`src/design/cile_pkg.sv`:
```
`default_nettype none
// ----------------------------------------------------------------------------
// cile_pkg
// Shared widths and the result record of the integer constant evaluator.
// ----------------------------------------------------------------------------
package cile_pkg;

	localparam int CHAR_W  = 8;
	localparam int VALUE_W = 64;
	localparam int TYPE_W  = 3;
	localparam int STAT_W  = 2;

	typedef struct packed {
		logic [VALUE_W-1:0] const_value;
		logic [TYPE_W-1:0]  type_code;
		logic [STAT_W-1:0]  status;
		logic               overflow_warn;
		logic               forced_unsigned;
	} result_t;

endpackage
`default_nettype wire

```
`src/design/cile_in_if.sv`:
```
`default_nettype none
// ----------------------------------------------------------------------------
// cile_in_if
// Character channel: one lexeme byte per transfer, with a last marker.
// ----------------------------------------------------------------------------
interface cile_in_if;
	import cile_pkg::*;

	logic              valid;
	logic              ready;
	logic [CHAR_W-1:0] char_code;
	logic              is_last;

	modport source (output valid, output char_code, output is_last, input ready);
	modport sink   (input valid, input char_code, input is_last, output ready);
endinterface
`default_nettype wire

```
`src/design/cile_out_if.sv`:
```
`default_nettype none
// ----------------------------------------------------------------------------
// cile_out_if
// Result channel: value, type, status and warning flags of one constant.
// ----------------------------------------------------------------------------
interface cile_out_if;
	import cile_pkg::*;

	logic               valid;
	logic               ready;
	logic [VALUE_W-1:0] const_value;
	logic [TYPE_W-1:0]  type_code;
	logic [STAT_W-1:0]  status;
	logic               overflow_warn;
	logic               forced_unsigned;

	modport source (output valid, output const_value, output type_code, output status,
		output overflow_warn, output forced_unsigned, input ready);
	modport sink   (input valid, input const_value, input type_code, input status,
		input overflow_warn, input forced_unsigned, output ready);
endinterface
`default_nettype wire

```
`src/design/cile_scan.sv`:
```
`default_nettype none
// ----------------------------------------------------------------------------
// cile_scan
// Lexeme state and per-character update: prefix, digits, suffix, typing.
// ----------------------------------------------------------------------------
module cile_scan (
	input  wire logic                       clk,
	input  wire logic                       arst_n,
	input  wire logic                       step_en,
	input  wire logic [cile_pkg::CHAR_W-1:0] char_code,
	input  wire logic                       is_last,
	output cile_pkg::result_t               res
);
	import cile_pkg::*;

	localparam logic [1:0] PH_PREFIX = 2'd0;
	localparam logic [1:0] PH_DIGITS = 2'd1;
	localparam logic [1:0] PH_SUFFIX = 2'd2;
	localparam logic [1:0] PH_STOP   = 2'd3;

	localparam logic [1:0] RX_DEC = 2'd0;
	localparam logic [1:0] RX_OCT = 2'd1;
	localparam logic [1:0] RX_HEX = 2'd2;

	localparam logic [1:0] RK_NONE  = 2'd0;
	localparam logic [1:0] RK_LONG  = 2'd1;
	localparam logic [1:0] RK_LLONG = 2'd2;

	localparam logic [1:0] PD_NONE = 2'd0;
	localparam logic [1:0] PD_LO   = 2'd1;
	localparam logic [1:0] PD_UP   = 2'd2;

	localparam logic [1:0] ST_OK         = 2'd0;
	localparam logic [1:0] ST_EMPTY_HEX  = 2'd1;
	localparam logic [1:0] ST_BAD_OCTAL  = 2'd2;
	localparam logic [1:0] ST_BAD_SUFFIX = 2'd3;

	localparam logic [2:0] TY_INT    = 3'd0;
	localparam logic [2:0] TY_UINT   = 3'd1;
	localparam logic [2:0] TY_LONG   = 3'd2;
	localparam logic [2:0] TY_ULONG  = 3'd3;
	localparam logic [2:0] TY_LLONG  = 3'd4;
	localparam logic [2:0] TY_ULLONG = 3'd5;

	localparam logic [CHAR_W-1:0] CH_0  = 8'h30;
	localparam logic [CHAR_W-1:0] CH_7  = 8'h37;
	localparam logic [CHAR_W-1:0] CH_9  = 8'h39;
	localparam logic [CHAR_W-1:0] CH_UA = 8'h41;
	localparam logic [CHAR_W-1:0] CH_UF = 8'h46;
	localparam logic [CHAR_W-1:0] CH_LA = 8'h61;
	localparam logic [CHAR_W-1:0] CH_LF = 8'h66;
	localparam logic [CHAR_W-1:0] CH_LX = 8'h78;
	localparam logic [CHAR_W-1:0] CH_UX = 8'h58;
	localparam logic [CHAR_W-1:0] CH_LL = 8'h6c;
	localparam logic [CHAR_W-1:0] CH_UL = 8'h4c;
	localparam logic [CHAR_W-1:0] CH_LU = 8'h75;
	localparam logic [CHAR_W-1:0] CH_UU = 8'h55;

	localparam int SUM_W = VALUE_W + 4;

	typedef struct packed {
		logic [TYPE_W-1:0] code;
		logic              forced;
	} pick_t;

	// First type of the candidate list that holds the value.
	function automatic pick_t pick_type(input logic [VALUE_W-1:0] v, input logic uns,
		input logic [1:0] rank, input logic dec);
		pick_t p;
		logic  fit_int;
		logic  fit_uint;
		logic  fit_long;
		fit_int  = ~|v[VALUE_W-1:31];
		fit_uint = ~|v[VALUE_W-1:32];
		fit_long = ~v[VALUE_W-1];
		p.forced = 1'b0;
		p.code   = TY_ULLONG;
		if (uns) begin
			case (rank)
				RK_NONE: p.code = fit_uint ? TY_UINT : TY_ULONG;
				RK_LONG: p.code = TY_ULONG;
				default: p.code = TY_ULLONG;
			endcase
		end else if (dec) begin
			case (rank)
				RK_NONE: p.code = fit_int ? TY_INT : (fit_long ? TY_LONG : TY_ULLONG);
				RK_LONG: p.code = fit_long ? TY_LONG : TY_ULLONG;
				default: p.code = fit_long ? TY_LLONG : TY_ULLONG;
			endcase
			p.forced = ~fit_long;
		end else begin
			case (rank)
				RK_NONE: p.code = fit_int ? TY_INT : fit_uint ? TY_UINT :
					fit_long ? TY_LONG : TY_ULONG;
				RK_LONG: p.code = fit_long ? TY_LONG : TY_ULONG;
				default: p.code = fit_long ? TY_LLONG : TY_ULLONG;
			endcase
		end
		return p;
	endfunction

	logic [1:0]         pos_q, phase_q, radix_q, rank_q, pend_q, err_q;
	logic [VALUE_W-1:0] acc_q;
	logic               ovf_q, uns_q;

	logic [1:0]         pos_n, phase_n, radix_n, rank_n, pend_n, err_n;
	logic [VALUE_W-1:0] acc_n;
	logic               ovf_n, uns_n;

	logic [1:0]         eff_radix, rank_t, rank_f, err_f;
	logic               do_digit, do_suffix, bad, skip;
	logic               is_dec, is_hex, is_x, is_l, is_L, is_u, is_89, dig_ok;
	logic [3:0]         dig_val;
	logic [SUM_W-1:0]   acc_w, prod, sum;
	pick_t              pick;

	// character classes
	assign is_dec  = (char_code >= CH_0) && (char_code <= CH_9);
	assign is_hex  = is_dec || ((char_code >= CH_LA) && (char_code <= CH_LF)) ||
		((char_code >= CH_UA) && (char_code <= CH_UF));
	assign is_x    = (char_code == CH_LX) || (char_code == CH_UX);
	assign is_l    = (char_code == CH_LL);
	assign is_L    = (char_code == CH_UL);
	assign is_u    = (char_code == CH_LU) || (char_code == CH_UU);
	assign is_89   = is_dec && (char_code > CH_7);
	assign dig_val = is_dec ? char_code[3:0] : 4'(char_code[3:0] + 4'd9);

	// radix_q is already decimal on the first character and octal after a
	// lone leading 0, so it serves the prefix digits as well
	assign eff_radix = radix_q;

	always_comb begin
		case (eff_radix)
			RX_HEX:  dig_ok = is_hex;
			RX_OCT:  dig_ok = is_dec && !is_89;
			default: dig_ok = is_dec;
		endcase
	end

	// acc * radix + digit, four guard bits catch the carry out of 64
	assign acc_w = {4'b0, acc_q};
	always_comb begin
		case (eff_radix)
			RX_HEX:  prod = acc_w << 4;
			RX_OCT:  prod = acc_w << 3;
			default: prod = (acc_w << 3) + (acc_w << 1);
		endcase
	end
	assign sum   = prod + {{(SUM_W-4){1'b0}}, dig_val};
	assign pos_n = (pos_q == 2'd3) ? pos_q : 2'(pos_q + 2'd1);

	always_comb begin
		phase_n   = phase_q;
		radix_n   = radix_q;
		acc_n     = acc_q;
		ovf_n     = ovf_q;
		uns_n     = uns_q;
		rank_n    = rank_q;
		pend_n    = pend_q;
		err_n     = err_q;
		do_digit  = 1'b0;
		do_suffix = 1'b0;
		bad       = 1'b0;
		skip      = 1'b0;
		rank_t    = rank_q;

		unique case (phase_q)
			PH_PREFIX: begin
				if (pos_q == 2'd0) begin
					if (char_code == CH_0) begin
						radix_n = RX_OCT;
					end else begin
						radix_n   = RX_DEC;
						phase_n   = PH_DIGITS;
						do_digit  = 1'b1;
					end
				end else if (is_x) begin
					radix_n = RX_HEX;
					phase_n = PH_DIGITS;
				end else begin
					radix_n   = RX_OCT;
					phase_n   = PH_DIGITS;
					do_digit  = 1'b1;
				end
			end
			PH_DIGITS: do_digit = 1'b1;
			PH_SUFFIX: do_suffix = 1'b1;
			default: ;
		endcase

		if (do_digit) begin
			if (dig_ok) begin
				acc_n = sum[VALUE_W-1:0];
				if (|sum[SUM_W-1:VALUE_W]) ovf_n = 1'b1;
			end else if (eff_radix == RX_HEX && pos_q == 2'd2) begin
				err_n   = ST_EMPTY_HEX;
				phase_n = PH_STOP;
			end else begin
				phase_n   = PH_SUFFIX;
				do_suffix = 1'b1;
			end
		end

		if (do_suffix) begin
			// resolve a held l/L first: a matching letter makes it long long
			if (pend_q != PD_NONE) begin
				pend_n = PD_NONE;
				if ((pend_q == PD_LO && is_l) || (pend_q == PD_UP && is_L)) begin
					rank_n = RK_LLONG;
					skip   = 1'b1;
				end else begin
					rank_t = RK_LONG;
					rank_n = RK_LONG;
				end
			end
			if (!skip) begin
				if (is_u) begin
					if (uns_q) bad = 1'b1;
					else uns_n = 1'b1;
				end else if (is_l || is_L) begin
					if (rank_t != RK_NONE) bad = 1'b1;
					else pend_n = is_l ? PD_LO : PD_UP;
				end else begin
					bad = 1'b1;
				end
				if (bad) begin
					err_n   = (eff_radix == RX_OCT && is_89) ? ST_BAD_OCTAL : ST_BAD_SUFFIX;
					phase_n = PH_STOP;
				end
			end
		end

		// end of lexeme: a lone pending l counts as long, bare 0x is empty hex
		rank_f = (pend_n != PD_NONE) ? RK_LONG : rank_n;
		err_f  = (err_n == ST_OK && radix_n == RX_HEX && pos_n == 2'd2) ? ST_EMPTY_HEX
			: err_n;
	end

	assign pick = pick_type(acc_n, uns_n, rank_f, radix_n == RX_DEC);

	always_comb begin
		if (err_f == ST_EMPTY_HEX) begin
			res.const_value     = '0;
			res.type_code       = TY_INT;
			res.status          = ST_EMPTY_HEX;
			res.overflow_warn   = 1'b0;
			res.forced_unsigned = 1'b0;
		end else begin
			res.const_value     = acc_n;
			res.type_code       = pick.code;
			res.status          = err_f;
			res.overflow_warn   = ovf_n;
			res.forced_unsigned = pick.forced;
		end
	end

	always_ff @(posedge clk or negedge arst_n) begin
		if (!arst_n) begin
			pos_q   <= 2'd0;
			phase_q <= PH_PREFIX;
			radix_q <= RX_DEC;
			acc_q   <= '0;
			ovf_q   <= 1'b0;
			uns_q   <= 1'b0;
			rank_q  <= RK_NONE;
			pend_q  <= PD_NONE;
			err_q   <= ST_OK;
		end else if (step_en) begin
			if (is_last) begin
				pos_q   <= 2'd0;
				phase_q <= PH_PREFIX;
				radix_q <= RX_DEC;
				acc_q   <= '0;
				ovf_q   <= 1'b0;
				uns_q   <= 1'b0;
				rank_q  <= RK_NONE;
				pend_q  <= PD_NONE;
				err_q   <= ST_OK;
			end else begin
				pos_q   <= pos_n;
				phase_q <= phase_n;
				radix_q <= radix_n;
				acc_q   <= acc_n;
				ovf_q   <= ovf_n;
				uns_q   <= uns_n;
				rank_q  <= rank_n;
				pend_q  <= pend_n;
				err_q   <= err_n;
			end
		end
	end

`ifndef SYNTHESIS
	a_last_clears: assert property (@(posedge clk) disable iff (!arst_n)
		step_en && is_last |=> phase_q == PH_PREFIX && pos_q == 2'd0 && acc_q == '0)
		else $error("state not cleared after end of lexeme");
	a_pend_rank: assert property (@(posedge clk) disable iff (!arst_n)
		pend_q != PD_NONE |-> rank_q == RK_NONE && phase_q == PH_SUFFIX)
		else $error("pending l alongside a long rank");
	a_stop_err: assert property (@(posedge clk) disable iff (!arst_n)
		(phase_q == PH_STOP) == (err_q != ST_OK))
		else $error("stop phase and error code disagree");
	a_hex_prefix: assert property (@(posedge clk) disable iff (!arst_n)
		radix_q == RX_HEX |-> phase_q != PH_PREFIX && pos_q >= 2'd2)
		else $error("hex radix before the prefix is complete");
`endif

endmodule
`default_nettype wire

```
`src/design/c_integer_literal_eval_top.sv`:
```
`default_nettype none
// ----------------------------------------------------------------------------
// c_integer_literal_eval_top
// C integer constant evaluator: radix, value, suffix and LP64 type.
// ----------------------------------------------------------------------------
//  channel  | dir | payload                                          | transfer
//  ---------+-----+--------------------------------------------------+----------
//  lexeme   | in  | char_code[7:0], is_last                          | valid&ready
//  result   | out | const_value[63:0], type_code[2:0], status[1:0],  | valid&ready
//           |     | overflow_warn, forced_unsigned                   |
//
//  One character per cycle, sustained while no result is stalled. A
//  character is held in the input register, then updates the lexeme state;
//  on the last character the result register is loaded in that same step.
//  The per-character path is the radix multiply-add (shifts and up to two
//  adders) followed by the type pick on the updated value.
//  arst_n clears the lexeme state and both valid flags at once.
//  A stalled result blocks only a last character; while it is held in the
//  input register, no further character is taken.
// ----------------------------------------------------------------------------
module c_integer_literal_eval_top (
	input wire logic clk,
	input wire logic arst_n,
	cile_in_if.sink   lexeme,
	cile_out_if.source result
);
	import cile_pkg::*;

	logic              valid_s1;
	logic [CHAR_W-1:0] char_s1;
	logic              last_s1;
	logic              adv;
	logic              take;
	logic              out_valid_q;
	result_t           res_q;
	result_t           res_d;

	// advance the held character unless it closes a lexeme and the result is stuck
	assign adv          = valid_s1 && (!last_s1 || !out_valid_q || result.ready);
	assign lexeme.ready = !valid_s1 || adv;
	assign take         = lexeme.valid && lexeme.ready;

	always_ff @(posedge clk or negedge arst_n) begin
		if (!arst_n) begin
			valid_s1 <= 1'b0;
		end else if (take) begin
			valid_s1 <= 1'b1;
		end else if (adv) begin
			valid_s1 <= 1'b0;
		end
	end

	// payload only: hold while no transfer
	always_ff @(posedge clk) begin
		if (take) begin
			char_s1 <= lexeme.char_code;
			last_s1 <= lexeme.is_last;
		end
	end

	cile_scan u_scan (
		.clk       (clk),
		.arst_n    (arst_n),
		.step_en   (adv),
		.char_code (char_s1),
		.is_last   (last_s1),
		.res       (res_d)
	);

	// result register: load on the last character, drop after the transfer
	always_ff @(posedge clk or negedge arst_n) begin
		if (!arst_n) begin
			out_valid_q <= 1'b0;
		end else if (adv && last_s1) begin
			out_valid_q <= 1'b1;
		end else if (result.ready) begin
			out_valid_q <= 1'b0;
		end
	end

	always_ff @(posedge clk) begin
		if (adv && last_s1) begin
			res_q <= res_d;
		end
	end

	assign result.valid           = out_valid_q;
	assign result.const_value     = res_q.const_value;
	assign result.type_code       = res_q.type_code;
	assign result.status          = res_q.status;
	assign result.overflow_warn   = res_q.overflow_warn;
	assign result.forced_unsigned = res_q.forced_unsigned;

`ifndef SYNTHESIS
	a_no_overwrite: assert property (@(posedge clk) disable iff (!arst_n)
		out_valid_q && !result.ready |=> out_valid_q && $stable(res_q))
		else $error("pending result overwritten");
	a_held_char: assert property (@(posedge clk) disable iff (!arst_n)
		valid_s1 && !adv |=> valid_s1 && $stable(char_s1) && $stable(last_s1))
		else $error("stalled character lost");
	a_stall_cause: assert property (@(posedge clk) disable iff (!arst_n)
		valid_s1 && !adv |-> last_s1 && out_valid_q && !result.ready)
		else $error("character stalled without a blocked result");
`endif

endmodule
`default_nettype wire
```
`src/flat_wrapper.sv`:
```
// flat-port wrapper written by rule: the top's interface ports become plain ports
module c_integer_literal_eval_top_flat import cile_pkg::*;
  (clk, arst_n, lexeme_valid, lexeme_char_code, lexeme_is_last, lexeme_ready, result_valid, result_const_value, result_type_code, result_status, result_overflow_warn, result_forced_unsigned, result_ready);
  cile_in_if lexeme_i ();
  cile_out_if result_i ();
  input wire logic clk;
  input wire logic arst_n;
  input wire logic [$bits(lexeme_i.valid)-1:0] lexeme_valid;
  input wire logic [$bits(lexeme_i.char_code)-1:0] lexeme_char_code;
  input wire logic [$bits(lexeme_i.is_last)-1:0] lexeme_is_last;
  output wire logic [$bits(lexeme_i.ready)-1:0] lexeme_ready;
  output wire logic [$bits(result_i.valid)-1:0] result_valid;
  output wire logic [$bits(result_i.const_value)-1:0] result_const_value;
  output wire logic [$bits(result_i.type_code)-1:0] result_type_code;
  output wire logic [$bits(result_i.status)-1:0] result_status;
  output wire logic [$bits(result_i.overflow_warn)-1:0] result_overflow_warn;
  output wire logic [$bits(result_i.forced_unsigned)-1:0] result_forced_unsigned;
  input wire logic [$bits(result_i.ready)-1:0] result_ready;
  assign lexeme_i.valid = lexeme_valid;
  assign lexeme_i.char_code = lexeme_char_code;
  assign lexeme_i.is_last = lexeme_is_last;
  assign lexeme_ready = lexeme_i.ready;
  assign result_valid = result_i.valid;
  assign result_const_value = result_i.const_value;
  assign result_type_code = result_i.type_code;
  assign result_status = result_i.status;
  assign result_overflow_warn = result_i.overflow_warn;
  assign result_forced_unsigned = result_i.forced_unsigned;
  assign result_i.ready = result_ready;
  c_integer_literal_eval_top u_core (.clk(clk), .arst_n(arst_n), .lexeme(lexeme_i), .result(result_i));
endmodule
```
`config.mk`:
```
export PLATFORM = sky130hd
export DESIGN_NAME = c_integer_literal_eval_top_flat
export DESIGN_NICKNAME = d
export VERILOG_FILES = /design/src/design/cile_pkg.sv /design/src/design/cile_in_if.sv /design/src/design/cile_out_if.sv /design/src/design/cile_scan.sv /design/src/design/c_integer_literal_eval_top.sv /design/src/flat_wrapper.sv
export SDC_FILE = /design/constraint.sdc
export NUM_CORES = 1
export LEC_CHECK = 0
export BUFFER_PORTS_ARGS = -buffer_cell sky130_fd_sc_hd__buf_2
export CORE_ASPECT_RATIO = 0.8
export CORE_MARGIN = 2
export CORE_UTILIZATION = 35
export CTS_CLUSTER_SIZE = 14
export DETAILED_ROUTE_END_ITERATION = 10
export GPL_TIMING_DRIVEN = 0
export SYNTH_ARGS = -nofsm -noshare
export SYNTH_HDL_FRONTEND = slang
export SYNTH_SLANG_ARGS = --single-unit
```
`constraint.sdc`:
```
create_clock -name clk -period 15.9 [get_ports clk]
set_input_delay 2.385 -clock clk [delete_from_list [all_inputs] [get_ports clk]]
set_output_delay 2.385 -clock clk [all_outputs]
set_load 0.01 [all_outputs]
```
==> results.md <==
- Layout cells sized above 1: 11.1%
- Post-synthesis net count: about 2000
- IO Count: 86
- Internal Power: about 0.81 mW
- CTS tree: done
- Combinational Power Share: approximately a third
- Largest net degree at the start of global routing: 73
- Worst slew pin tran: 1.35 ns
- Ys Warns: 0
- Worst-path clk slew: 0.07 ns
- Synth unique cells: 97
- Number of synthesized flops with an enable pin: 80
- FP Rows: 67
- CP max FO: 10
- Final WS setup: ~4.2 ns
- Post-route cell area: 16600 um2
- Vias per std cell: 6.31
- Max incr delay on CP: around 0.8 ns
- CP max stage cell: o31ai_1
- Gr usage total: 26.1%
- Mean post-synth cell area: between 7 and 8 um2
- HP Class: reg2reg
- # setup viols final: 0
- Die area: 44100 um2
- IO Port Bufs: 85
- Leakage: 6.46 nW
- H-tree depth: 4
- Dpl hpwl: 45300 um
- RD Place Congestion: 0.992
- CP required: 16.06 ns
- Pre-Repair DR Iteration Count: 7
- RSZ-0062 raised after global routing: false
- Routed vias: 16100
- DRT iter0 DRCs: 2033
- Sequential-to-total area share from yosys stat: 29.7%
- Initial core utilization: 35.5%
- Clk root buf: clkbuf_16
- Die span in x: approximately 230 um
- Highest ir drop seen on vdd: between 0.00006 and 0.00007 V
- Pwr Total: 1.31 mW
- Post-Layout Cell Count: 2549
- Power density cells: 79.2 nW/um2
- Area after DPL: between 15000 and 20000 um2
- Placement Setup Slack: 4.66 ns
- Synthesized cell area: 14800 um2
- Sw Share: 38.4%
- CP startpoint kind: flip-flop
- Grt total ovfl: 0
- Critical Path End Type: flip-flop
- Commonest non-fill, non-tap cells in the layout: nand2_1 (225), nor2_1 (206), o21ai_0 (158)
- # hold bufs at CTS: 0
- Final Skew: between 0.01 and 0.015 ns
- CORE AREA: 41800 um2
- Clk pwr share: ~31%
- Main synth FF type: edfxtp_1
- First-pass GRT wire length: 88600 um
- Fin Setup TNS: 0 ns
- Worst skew pair latency: 0.45 ns
- Setup Fix Bufs, Post-CTS: 0
- Gate Count Post-Synth: about 1900
- Die H: 188 um
- Cts bufs inserted: 17
- Worst slew margin: slightly above 9%
- Area delta synth->final: 11.5%
- Slew Viols, Final: 0
- Max-Cap Viols: 0
- Cells after DPL: around 2500
- Fraction of registers with async set/reset: 50.0%
- Fmax: 0.0852 GHz
- Commonest non-fill, non-tap cell in the layout: nand2_1
- Final WL: 58000 um
- Status: finished, final reports clean
- Antenna Nets Post-Route: 0
- Setup Crit Path Kind: reg2reg
- Fin nets: 2071
- Final Hold Fails: 0
- N_diodes: 0
- Crit path DAT: 11.90 ns
- Sw Pwr: 0.504 mW
- DRC: 0
- Bufs on Longest Clock Path: 2
- Final Critical Period: between 10 and 15 ns
- CP most frequent cell: buf_2
- Initial antenna violation count: 0
- DR WL/cell: between 20 and 25 um
- Flops & latches, synth: 160
- Vias in the first global route: ~15000
- Post-cts sizing count: 0
- Reg power frac: a little over a third
- Final worst-path cycle share: roughly three quarters
- CTS Sinks: 160
[layout make-up]
cell class	instances	area, um2
Clock inverter	13	130
Clock buffer	19	433
Tap cell	552	691
Timing Repair Buffer	86	455
Multi-Input combinational cell	1571	9800
Fill cell	4260	25300
Sequential cell	160	4400
Buffer	115	510
Inverter	33	126
[sequential cells by signal (all words and copies together), names as in the netlist, 2 cells and up]
signal and cells:
u_core.result.const_value 64, u_core.u_scan.acc_q 64, u_core.char_s1 8, u_core.result.type_code 3
u_core.result.status 2, u_core.u_scan.eff_radix 2, u_core.u_scan.err_q 2, u_core.u_scan.pend_q 2
u_core.u_scan.phase_q 2, u_core.u_scan.pos_q 2, u_core.u_scan.rank_q 2
[power groups by stage]
stage / logic, mW / clock network [mW] / registers, mW
floorplan: 0.270 / 0 / 0.480
global placement: 0.415 / 0 / 0.479
detailed placement: 0.418 / 0 / 0.479
CTS: 0.420 / 0.407 / 0.471
global route: 0.467 / 0.420 / 0.473
finish: 0.435 / 0.404 / 0.472
[final timing paths]
path	to	startpoint	slack, ns	depth (start not counted)
setup / recovery	u_core.result.type_code[1]$_SDFFCE_PP0P_	u_core.u_scan.eff_radix[0]$_DFFE_PN0P_	4.16	32
hold / removal	u_core.u_scan.err_q[0]$_DFFE_PN0P_	u_core.u_scan.err_q[0]$_DFFE_PN0P_	0.50	2
setup reg to reg	u_core.result.type_code[1]$_SDFFCE_PP0P_	u_core.u_scan.eff_radix[0]$_DFFE_PN0P_	4.16	32
hold reg to reg	u_core.u_scan.err_q[0]$_DFFE_PN0P_	u_core.u_scan.err_q[0]$_DFFE_PN0P_	0.50	2
max in group asynchronous	u_core.u_scan.acc_q[4]$_DFFE_PN0P_	arst_n	13.43	2
min in group asynchronous	u_core.u_scan.acc_q[60]$_DFFE_PN0P_	arst_n	1.82	1
[cell usage after synthesis, types with 7 or more instances]
cell / instances / area [um2]
a211oi_1: 19 / 143
nand4_1: 48 / 300
o211ai_1: 21 / 158
and4_1: 7 / 61.3
nor3_1: 48 / 240
mux2i_1: 21 / 210
xor2_1: 28 / 245
nor2b_1: 18 / 113
or3_1: 25 / 156
o21a_1: 14 / 105
and2_1: 15 / 93.8
nand2b_1: 23 / 144
xnor2_1: 32 / 280
nand3_1: 62 / 310
o31ai_1: 17 / 128
dfrtp_1: 80 / 2000
nand2_1: 225 / 845
nor4_1: 21 / 131
a31o_2: 10 / 87.6
a31oi_1: 24 / 150
a21o_1: 33 / 248
and3_1: 19 / 119
buf_2: 36 / 180
a211o_1: 7 / 61.3
clkbuf_1: 58 / 218
a22o_1: 19 / 166
or4_1: 10 / 75.1
nor3b_1: 7 / 52.6
a22oi_1: 17 / 128
nor2_1: 206 / 773
buf_1: 11 / 41.3
inv_1: 33 / 124
o31a_1: 7 / 61.3
ha_1: 72 / 901
a21oi_1: 156 / 781
a221oi_1: 38 / 333
edfxtp_1: 80 / 2400
a221o_1: 12 / 120
o21ai_0: 158 / 791
nand3b_1: 9 / 67.6
[critical path, delay by kind of cell, from the launching register on]
family | cells | cell delay [ns]
AOI/OAI and AO/OA | 6 | 2.05
buffers and inverters | 15 | 5.48
adders and majority gates | 3 | 0.97
and+or+nand+nor | 8 | 2.52
DFF | 1 | 0.39
[stage by stage]
stage / utilization [%] / hold slack, ns
4_1_cts: 39.6 / 0.497
3_5_place_dp: 38.2 / 0.482
3_3_place_gp: 38.1 / 0.463
5_1_grt: 39.6 / 0.529
6_report: 39.6 / 0.505
2_1_floorplan: - / 0.451
[metal layers]
metal | GRT usage (%) | share of wire (%)
met4 | 7.62 | 2.3
met2 | 36.4 | 40
met1 | 39.7 | 45
met3 | 5.96 | 12
met5 | 0 | 0
[logic make-up (layout without fill, tap and decap cells)]
logic type / count (synthesis) / count (layout) / synth area share (%)
compound gates: 632 / 632 / 28.4
xor+xnor: 60 / 60 / 3.54
fa+ha+maj: 74 / 74 / 6.34
buf+inv: 148 / 266 / 4.27
flops: 160 / 160 / 29.7
mux: 25 / 25 / 1.72
simple gates: 780 / 780 / 26.0
(Power assumes the default switching activity.)
